[src/rtl/lllq_pkg.sv]
// ---------------------------------------------------------------------------
// Linked list queue manager package
// Shared widths, operation and status codes, and the result record.
// ---------------------------------------------------------------------------
package lllq_pkg;

   localparam int DEFAULT_ENTRIES = 256;
   localparam int MAX_SLOTS       = 256;

   localparam int OPCODE_W = 3;
   localparam int ENTRY_W  = 8;
   localparam int COUNT_W  = 9;
   localparam int STATUS_W = 2;

   localparam int REQ_TDATA_W = 24;
   localparam int RSP_TDATA_W = 40;

   localparam logic [OPCODE_W-1:0] OP_INSERT       = 3'd0;
   localparam logic [OPCODE_W-1:0] OP_INSERT_GROUP = 3'd1;
   localparam logic [OPCODE_W-1:0] OP_REMOVE_HEAD  = 3'd2;
   localparam logic [OPCODE_W-1:0] OP_PRESENT      = 3'd3;
   localparam logic [OPCODE_W-1:0] OP_UNLINK       = 3'd4;

   localparam logic [STATUS_W-1:0] ST_OK        = 2'd0;
   localparam logic [STATUS_W-1:0] ST_EMPTY     = 2'd1;
   localparam logic [STATUS_W-1:0] ST_RANGE     = 2'd2;
   localparam logic [STATUS_W-1:0] ST_DUPLICATE = 2'd3;

   typedef struct packed {
      logic [STATUS_W-1:0] status;
      logic [ENTRY_W-1:0]  removed_entry;
      logic                found;
      logic [COUNT_W-1:0]  queue_count;
      logic [ENTRY_W-1:0]  head_entry;
      logic [ENTRY_W-1:0]  tail_entry;
      logic                is_empty;
   } lllq_result_type;

endpackage

[src/rtl/lllq_link_ram.sv]
// ---------------------------------------------------------------------------
// Link table memory
// One write port and one read port with registered read data.
// ---------------------------------------------------------------------------
module lllq_link_ram #(
   parameter int DEPTH  = lllq_pkg::MAX_SLOTS,
   parameter int ADDR_W = 8
) (
   input  logic                         clock,
   input  logic                         wr_en,
   input  logic [ADDR_W-1:0]            wr_addr,
   input  logic [lllq_pkg::ENTRY_W-1:0] wr_data,
   input  logic                         rd_en,
   input  logic [ADDR_W-1:0]            rd_addr,
   output logic [lllq_pkg::ENTRY_W-1:0] rd_data
);
   import lllq_pkg::*;

   logic [ENTRY_W-1:0] mem [DEPTH];
   logic [ENTRY_W-1:0] rd_data_ff;

   always_ff @(posedge clock) begin
      if (wr_en) begin
         mem[wr_addr] <= wr_data;
      end
   end

   always_ff @(posedge clock) begin
      if (rd_en) begin
         rd_data_ff <= mem[rd_addr];
      end
   end

   assign rd_data = rd_data_ff;

endmodule

[src/rtl/lllq_engine.sv]
// ---------------------------------------------------------------------------
// Queue engine
// Sequencer that runs each operation over the link table, membership bits
// and head, tail and count registers, one step per cycle while it runs, holding the result until it is acknowledged.
// ---------------------------------------------------------------------------
module lllq_engine #(
   parameter int ENTRIES = lllq_pkg::DEFAULT_ENTRIES
) (
   input  logic                          clock,
   input  logic                          reset,
   input  logic                          start,
   input  logic [lllq_pkg::OPCODE_W-1:0] opcode,
   input  logic [lllq_pkg::ENTRY_W-1:0]  entry,
   input  logic [lllq_pkg::COUNT_W-1:0]  group_count,
   output logic                          idle,
   output logic                          done,
   input  logic                          ack,
   output lllq_pkg::lllq_result_type     result
);
   import lllq_pkg::*;

   localparam int SLOTS = (ENTRIES < MAX_SLOTS) ? ENTRIES : MAX_SLOTS;
   localparam int IDX_W = (SLOTS > 1) ? $clog2(SLOTS) : 1;
   localparam logic [COUNT_W:0] LIMIT = (COUNT_W + 1)'(SLOTS);

   typedef enum logic [3:0] {
      S_IDLE,
      S_DECODE,
      S_GROUP_CHECK,
      S_GROUP_APPEND,
      S_REMOVE,
      S_WALK_CMP,
      S_WALK_LOAD,
      S_UNLINK,
      S_RESPOND
   } state_type;

   state_type           state_ff, state_in;
   logic [COUNT_W-1:0]  total_ff, total_in;
   logic [ENTRY_W-1:0]  head_ff, head_in;
   logic [ENTRY_W-1:0]  tail_ff, tail_in;
   logic                mark_ff [SLOTS];
   logic                mark_in [SLOTS];

   logic [OPCODE_W-1:0] op_ff, op_in;
   logic [ENTRY_W-1:0]  entry_ff, entry_in;
   logic [COUNT_W-1:0]  grp_n_ff, grp_n_in;
   logic [COUNT_W-1:0]  step_ff, step_in;
   logic [STATUS_W-1:0] status_ff, status_in;
   logic [ENTRY_W-1:0]  removed_ff, removed_in;
   logic                found_ff, found_in;
   logic [ENTRY_W-1:0]  cur_ff, cur_in;
   logic [ENTRY_W-1:0]  prev_ff, prev_in;
   logic                has_prev_ff, has_prev_in;

   logic                ram_wr_en;
   logic [IDX_W-1:0]    ram_wr_addr;
   logic [ENTRY_W-1:0]  ram_wr_data;
   logic                ram_rd_en;
   logic [IDX_W-1:0]    ram_rd_addr;
   logic [ENTRY_W-1:0]  ram_rd_data;

   logic [ENTRY_W-1:0]  pos;
   logic [COUNT_W:0]    group_end;
   logic                entry_ok;
   logic                entry_marked;
   logic                last_step;

   lllq_link_ram #(
      .DEPTH  (SLOTS),
      .ADDR_W (IDX_W)
   ) u_link_ram (
      .clock   (clock),
      .wr_en   (ram_wr_en),
      .wr_addr (ram_wr_addr),
      .wr_data (ram_wr_data),
      .rd_en   (ram_rd_en),
      .rd_addr (ram_rd_addr),
      .rd_data (ram_rd_data)
   );

   assign pos          = entry_ff + step_ff[ENTRY_W-1:0];
   assign group_end    = {2'b00, entry_ff} + {1'b0, grp_n_ff};
   assign entry_ok     = {2'b00, entry_ff} < LIMIT;
   assign entry_marked = mark_ff[entry_ff[IDX_W-1:0]];
   assign last_step    = (step_ff + COUNT_W'(1)) == grp_n_ff;

   always_comb begin
      state_in    = state_ff;
      total_in    = total_ff;
      head_in     = head_ff;
      tail_in     = tail_ff;
      mark_in     = mark_ff;
      op_in       = op_ff;
      entry_in    = entry_ff;
      grp_n_in    = grp_n_ff;
      step_in     = step_ff;
      status_in   = status_ff;
      removed_in  = removed_ff;
      found_in    = found_ff;
      cur_in      = cur_ff;
      prev_in     = prev_ff;
      has_prev_in = has_prev_ff;
      ram_wr_en   = 1'b0;
      ram_wr_addr = tail_ff[IDX_W-1:0];
      ram_wr_data = pos;
      ram_rd_en   = 1'b0;
      ram_rd_addr = head_ff[IDX_W-1:0];

      case (state_ff)
         S_IDLE: begin
            if (start) begin
               op_in      = opcode;
               entry_in   = entry;
               grp_n_in   = group_count;
               step_in    = '0;
               status_in  = ST_OK;
               removed_in = '0;
               found_in   = 1'b0;
               state_in   = S_DECODE;
            end
         end
         S_DECODE: begin
            state_in = S_RESPOND;
            case (op_ff)
               OP_INSERT: begin
                  if (!entry_ok) begin
                     status_in = ST_RANGE;
                  end else if (entry_marked) begin
                     status_in = ST_DUPLICATE;
                  end else begin
                     if (total_ff == '0) begin
                        head_in = pos;
                     end else begin
                        ram_wr_en = 1'b1;
                     end
                     tail_in              = pos;
                     mark_in[pos[IDX_W-1:0]] = 1'b1;
                     total_in             = total_ff + COUNT_W'(1);
                  end
               end
               OP_INSERT_GROUP: begin
                  if (grp_n_ff != '0) begin
                     if (group_end > LIMIT) begin
                        status_in = ST_RANGE;
                     end else begin
                        state_in = S_GROUP_CHECK;
                     end
                  end
               end
               OP_REMOVE_HEAD: begin
                  if (total_ff == '0) begin
                     status_in = ST_EMPTY;
                  end else begin
                     removed_in = head_ff;
                     ram_rd_en  = 1'b1;
                     state_in   = S_REMOVE;
                  end
               end
               OP_PRESENT: begin
                  found_in = entry_ok && entry_marked;
               end
               OP_UNLINK: begin
                  if (entry_ok && entry_marked) begin
                     found_in    = 1'b1;
                     cur_in      = head_ff;
                     has_prev_in = 1'b0;
                     state_in    = S_WALK_CMP;
                  end
               end
               default: begin
                  state_in = S_RESPOND;
               end
            endcase
         end
         S_GROUP_CHECK: begin
            if (mark_ff[pos[IDX_W-1:0]]) begin
               status_in = ST_DUPLICATE;
               state_in  = S_RESPOND;
            end else if (last_step) begin
               step_in  = '0;
               state_in = S_GROUP_APPEND;
            end else begin
               step_in = step_ff + COUNT_W'(1);
            end
         end
         S_GROUP_APPEND: begin
            if (total_ff == '0) begin
               head_in = pos;
            end else begin
               ram_wr_en = 1'b1;
            end
            tail_in                 = pos;
            mark_in[pos[IDX_W-1:0]] = 1'b1;
            total_in                = total_ff + COUNT_W'(1);
            if (last_step) begin
               state_in = S_RESPOND;
            end else begin
               step_in = step_ff + COUNT_W'(1);
            end
         end
         S_REMOVE: begin
            if (total_ff > COUNT_W'(1)) begin
               head_in = ram_rd_data;
            end else begin
               head_in = '0;
               tail_in = '0;
            end
            mark_in[removed_ff[IDX_W-1:0]] = 1'b0;
            total_in = total_ff - COUNT_W'(1);
            state_in = S_RESPOND;
         end
         S_WALK_CMP: begin
            ram_rd_en = 1'b1;
            if (cur_ff == entry_ff) begin
               ram_rd_addr = entry_ff[IDX_W-1:0];
               state_in    = S_UNLINK;
            end else begin
               ram_rd_addr = cur_ff[IDX_W-1:0];
               prev_in     = cur_ff;
               has_prev_in = 1'b1;
               state_in    = S_WALK_LOAD;
            end
         end
         S_WALK_LOAD: begin
            cur_in   = ram_rd_data;
            state_in = S_WALK_CMP;
         end
         S_UNLINK: begin
            if (!has_prev_ff) begin
               head_in = ram_rd_data;
            end else if (entry_ff == tail_ff) begin
               tail_in = prev_ff;
            end else begin
               ram_wr_en   = 1'b1;
               ram_wr_addr = prev_ff[IDX_W-1:0];
               ram_wr_data = ram_rd_data;
            end
            if (total_ff == COUNT_W'(1)) begin
               head_in = '0;
               tail_in = '0;
            end
            mark_in[entry_ff[IDX_W-1:0]] = 1'b0;
            total_in = total_ff - COUNT_W'(1);
            state_in = S_RESPOND;
         end
         S_RESPOND: begin
            if (ack) begin
               state_in = S_IDLE;
            end
         end
         default: begin
            state_in = S_IDLE;
         end
      endcase
   end

   always_ff @(posedge clock) begin
      if (reset) begin
         state_ff <= S_IDLE;
         total_ff <= '0;
         head_ff  <= '0;
         tail_ff  <= '0;
         for (int i = 0; i < SLOTS; i++) begin
            mark_ff[i] <= 1'b0;
         end
      end else begin
         state_ff <= state_in;
         total_ff <= total_in;
         head_ff  <= head_in;
         tail_ff  <= tail_in;
         mark_ff  <= mark_in;
      end
   end

   always_ff @(posedge clock) begin
      op_ff       <= op_in;
      entry_ff    <= entry_in;
      grp_n_ff    <= grp_n_in;
      step_ff     <= step_in;
      status_ff   <= status_in;
      removed_ff  <= removed_in;
      found_ff    <= found_in;
      cur_ff      <= cur_in;
      prev_ff     <= prev_in;
      has_prev_ff <= has_prev_in;
   end

   assign idle = (state_ff == S_IDLE);
   assign done = (state_ff == S_RESPOND);

   always_comb begin
      result.status        = status_ff;
      result.removed_entry = removed_ff;
      result.found         = found_ff;
      result.queue_count   = total_ff;
      result.head_entry    = (total_ff != '0) ? head_ff : '0;
      result.tail_entry    = (total_ff != '0) ? tail_ff : '0;
      result.is_empty      = (total_ff == '0);
   end

endmodule

[src/rtl/linked_list_queue_manager_top.sv]
// ---------------------------------------------------------------------------
// Linked list queue manager
// Singly linked queue of entry indices kept in a link table, with a
// membership bit per entry and one result beat for every request beat.
//
//   Channel   Direction   Beat contents
//   req_      in          opcode, entry, group_count
//   rsp_      out         status, removed_entry, found, queue_count,
//                         head_entry, tail_entry, is_empty
//
// Insert and present test answer from the decode step, and remove head adds
// one read of the link table. A group insert checks every entry of the group
// and then appends them, one entry per cycle. Unlink walks the list from the
// head to the entry; each hop is one read of the link table port. Reset is
// synchronous and clears the queue and all membership bits at once. The
// result register holds a beat under rsp_tready low while the next request
// is taken.
// ---------------------------------------------------------------------------
module linked_list_queue_manager_top #(
   parameter int ENTRIES = lllq_pkg::DEFAULT_ENTRIES
) (
   input  logic                             clock,
   input  logic                             reset,
   input  logic                             req_tvalid,
   output logic                             req_tready,
   // opcode [2:0], entry [10:3], group_count [19:11], zero fill [23:20]
   input  logic [lllq_pkg::REQ_TDATA_W-1:0] req_tdata,
   output logic                             rsp_tvalid,
   input  logic                             rsp_tready,
   // status [1:0], removed_entry [9:2], found [10], queue_count [19:11],
   // head_entry [27:20], tail_entry [35:28], is_empty [36], zero fill [39:37]
   output logic [lllq_pkg::RSP_TDATA_W-1:0] rsp_tdata
);
   import lllq_pkg::*;

   logic                   eng_idle;
   logic                   eng_done;
   logic                   eng_ack;
   logic                   start;
   lllq_result_type        eng_result;

   logic                   rsp_valid_ff, rsp_valid_in;
   logic [RSP_TDATA_W-1:0] rsp_data_ff, rsp_data_in;

   assign req_tready = eng_idle;
   assign start      = req_tvalid && eng_idle;
   assign eng_ack    = eng_done && (!rsp_valid_ff || rsp_tready);

   lllq_engine #(
      .ENTRIES (ENTRIES)
   ) u_engine (
      .clock       (clock),
      .reset       (reset),
      .start       (start),
      .opcode      (req_tdata[2:0]),
      .entry       (req_tdata[10:3]),
      .group_count (req_tdata[19:11]),
      .idle        (eng_idle),
      .done        (eng_done),
      .ack         (eng_ack),
      .result      (eng_result)
   );

   always_comb begin
      rsp_valid_in = rsp_valid_ff;
      rsp_data_in  = rsp_data_ff;
      if (eng_ack) begin
         rsp_valid_in = 1'b1;
         rsp_data_in  = {3'b000,
                         eng_result.is_empty,
                         eng_result.tail_entry,
                         eng_result.head_entry,
                         eng_result.queue_count,
                         eng_result.found,
                         eng_result.removed_entry,
                         eng_result.status};
      end else if (rsp_tready) begin
         rsp_valid_in = 1'b0;
      end
   end

   always_ff @(posedge clock) begin
      if (reset) begin
         rsp_valid_ff <= 1'b0;
      end else begin
         rsp_valid_ff <= rsp_valid_in;
      end
   end

   always_ff @(posedge clock) begin
      rsp_data_ff <= rsp_data_in;
   end

   assign rsp_tvalid = rsp_valid_ff;
   assign rsp_tdata  = rsp_data_ff;

endmodule

[config.mk]
export PLATFORM = sky130hd
export DESIGN_NAME = linked_list_queue_manager_top
export DESIGN_NICKNAME = d
export VERILOG_FILES = /design/src/rtl/lllq_pkg.sv /design/src/rtl/lllq_link_ram.sv /design/src/rtl/lllq_engine.sv /design/src/rtl/linked_list_queue_manager_top.sv
export SDC_FILE = /design/constraint.sdc
export NUM_CORES = 2
export LEC_CHECK = 0
export ABC_AREA = 1
export BUFFER_PORTS_ARGS = -buffer_cell sky130_fd_sc_hd__clkbuf_2
export CAP_MARGIN = 0
export CORE_MARGIN = 2
export CORE_UTILIZATION = 30
export DETAILED_ROUTE_END_ITERATION = 12
export PLACE_DENSITY = 0.55
export RECOVER_POWER = 100
export SETUP_SLACK_MARGIN = 0.02
export SLEW_MARGIN = 10
export SYNTH_ARGS = -nofsm -noshare
export SYNTH_HDL_FRONTEND = slang
export SYNTH_SLANG_ARGS = --single-unit
[constraint.sdc]
create_clock -name clock -period 16.2 [get_ports clock]
set_clock_uncertainty 0.1 [all_clocks]
set_input_delay 2.43 -clock clock [delete_from_list [all_inputs] [get_ports clock]]
set_output_delay 2.43 -clock clock [all_outputs]
set_load 0.05 [all_outputs]
==> flow_metrics.tcl <==
set metrics [dict create \
    cp_cell_sequence "clkbuf_1 -> buf_4 -> ha_1 -> fa_1 -> inv_1 -> clkbuf_1 -> nand2_1 -> clkbuf_1 -> nor2_1 -> inv_1 -> nor2_1 -> buf_4 -> nand2_1 -> a21oi_1" \
    initial_core_util_pct 30.2 \
    ant_nets 0 \
    synth.distinct_cells 50 \
    period_share_pct 75.2 \
    synthArstFlopShare_pct 0 \
    hold_buffers 0 \
    grt_start_max_net_pins 224 \
    coreArea_sq_um 363000 \
    ir_drop_mv 0.366 \
    clock_sinks 2436 \
    p_leak_nw 39.4 \
    synth-seq-area-share_pct 64.2 \
    die_x_um 608 \
    via_per_inst 5.25 \
    grt_setup_unrepaired "false" \
    hold_viol_final 0 \
    post_cts_buffers 0 \
    top_usage_layer "met2" \
    pin_count 70 \
    area_delta_synth_final_pct 11.8 \
    cts-root-buf "clkbuf_16" \
    cts_buffer_depth 4 \
    gr-usage-met3_pct 3.64 \
    crit_type "flip-flop to flip-flop" \
    ys_warn_count 0 \
    fin_nets 10399 \
    clk_pin_slew_ns 0.06 \
    fin_tns_setup_ns 0 \
    antenna_found_initial 18 \
    cts_resized 0 \
    critPathSlowestCell "clkbuf_1" \
    crit_family "buffers and inverters" \
    cp-end-kind "flip-flop" \
    drc 0 \
    grt_use_total_pct 18.4 \
    grt_pass1_wl_um 511000 \
    crit_path_max_incr_delay_ns 3.04 \
    clock.fmax_mhz 82.1 \
    final_max_slew_viol_count 1076 \
    tightest_slew_ns 4.28 \
    grtUsageMet2_pct 28.4 \
    rows 221 \
    cpMostUsedCell "clkbuf_1" \
    cts_tree "yes" \
    ys_top_cells_by_area "edfxtp_1 (59%), nand2_1 (7.0%), o211ai_1 (5.4%)" \
    synth.top_cells.by_count "edfxtp_1 (2150), nand2_1 (2035), o21ai_0 (1157)" \
    place_congestion 0.902 \
    cts-buffers-inserted 268 \
    drtPass1Iterations 8 \
    maxSlewHeadroom_pct -185 \
    wl_um 355000 \
    syn-instance-count 10582 \
    fin_area_sq_um 122000 \
    cap_viol_max_count 22 \
    htree_levels 5 \
    startpoint_type "flip-flop" \
    worst-path-max-fanout 75 \
    die_area_sq_um 370000 \
    final_layout_size_suffix_gt1_share_pct 8.11 \
    first_global_vias 74300 \
    synth_area_sq_um 110000 \
    status "finished, violations left" \
    hold_class "flip-flop to flip-flop" \
    vias 80544 \
    met1_usage_pct 24.9 \
    required_ns 16.83 \
    synthFlopType "edfxtp_1" \
    grt_overflow 0 \
    numPortBuffers 62 \
    postPlaceCellArea_sq_um 115000 \
    synth_top_area_share_pct 58.9 \
    violations "max-capacitance violations, max-slew violations" \
    worstReg2RegStart "u_engine.entry_ff[0]" \
    drt_iter0_markers 9167 \
    critical_path_arrival_ns 12.81 \
    insertion_delay_ns 0.86 \
    ys_seq_elements 2436 \
    wl_per_cell_um 23.2 \
    die_y_um 608 \
    crit_start "u_engine.entry_ff[0]" \
    period_minus_slack_ns 12.19 \
    avgSynthCellArea_sq_um 10.4 \
    critPathBufInv 7 \
    yosysMostFrequentCell "edfxtp_1" \
    setup_viol 0 \
    yosysTopAreaCell "edfxtp_1" \
    p_per_area_nw_per_um2 186 \
    hpwl_um 198000 \
    synth_edf_count 2150 \
    min-delay-start "u_engine.status_ff[0]" \
]
==> path summary, 6_finish.rpt <==
check | endpoint | slack [ns] | depth (start not counted)
max | u_engine.mark_ff[126] | 4.01 | 14
min | rsp_tdata[0] | 0.37 | 0
max reg2reg | u_engine.mark_ff[126] | 4.01 | 14
min reg2reg | rsp_tdata[0] | 0.37 | 0
==> layout make-up <==
cell class	instances	area, sq um
clock inverters	114	810
diodes	4	10.0
repair buffers	244	1690
multi-input cells	6693	33700
flip-flops and latches	2436	70300
fillers	36534	240000
well taps	4794	6000
inverters	707	2680
clock buffers	346	7250
==> per-stage QoR <==
step	cells	utilization (%)	hold WS [ns]	total power [W]	setup WS [ns]
2_1_floorplan	10584	-	0.300	0.0145	2.05
3_3_place_gp	14874	31.6	0.353	0.0169	8.97
3_5_place_dp	14874	31.6	0.353	0.0170	8.98
4_1_cts	15334	33.8	0.372	0.0228	8.95
5_1_grt	15336	33.8	0.378	0.0236	4.28
6_report	15338	33.8	0.367	0.0228	4.01
==> flip-flops by register name, summed over array words and instances (netlist names), 3 cells and up <==
register and cells:
u_engine.step_ff 9, u_engine.grp_n_ff 9, u_engine.entry_ff 8, u_engine.op_ff 3
u_engine.total_ff 9, u_engine.u_link_ram.rd_data 8, u_engine.head_ff 8, u_engine.u_link_ram.mem 2048
u_engine.cur_ff 8, u_engine.tail_ff 8, u_engine.mark_ff 256, u_engine.prev_ff 8
u_engine.removed_ff 8, u_engine.state_ff 4, rsp_tdata 37
==> where the power goes <==
group / total (W) / switching, W / internal, W / leakage (nW)
Clock: 0.00580 / 0.00251 / 0.00328 / 3.95
Combinational: 0.00807 / 0.00662 / 0.00145 / 13.8
Sequential: 0.00893 / 0.0000963 / 0.00884 / 21.6
==> layout by cell type, fill, tap and decap left out, types with 137 or more instances in the layout <==
| cell type | synthesis | layout |
|---|---|---|
| a21oi_1 | 328 | 328 |
| clkbuf_1 | 607 | 137 |
| clkbuf_16 | 0 | 277 |
| dfxtp_1 | 286 | 286 |
| o22ai_1 | 201 | 201 |
| nor2_1 | 1105 | 1102 |
| nand2_1 | 2035 | 2028 |
| edfxtp_1 | 2150 | 2150 |
| o21ai_0 | 1157 | 1155 |
| or2_2 | 261 | 261 |
| buf_4 | 14 | 142 |
| inv_1 | 685 | 684 |
| o211ai_1 | 793 | 793 |
| a221oi_1 | 143 | 143 |
| nand3_1 | 335 | 334 |
==> cells by family (layout without fill, tap and decap cells) <==
logic type               count (synthesis)  in the layout  synth area share (%)
AND/OR/NAND/NOR                       3825           3825                  14.4
AO/OA/AOI/OAI                         2810           2810                  15.7
flip-flops                            2436           2436                  64.2
buffers and inverters                 1455           1411                  5.20
XOR/XNOR                                34             34                 0.279
adder cells (fa/ha/maj)                 21             21                 0.254
other                                    1              7               0.00342
==> worst reg2reg max path, stage by stage (launching register included) <==
cell      delay (ns)
edfxtp_1        0.66
clkbuf_1        3.04
buf_4           1.06
ha_1            0.44
fa_1            0.49
inv_1           0.90
clkbuf_1        2.21
nand2_1         0.12
clkbuf_1        0.64
nor2_1          0.63
inv_1           0.09
nor2_1          1.02
buf_4           0.43
nand2_1         0.08
a21oi_1         0.15
==> layer usage <==
metal	vias up	part of all wire, %
met5	-	0.024
met4	14	4.7
met3	821	8.7
met2	3448	44
met1	39112	42
li1	37149	-
Note: power is estimated with default switching activity, not from simulation.
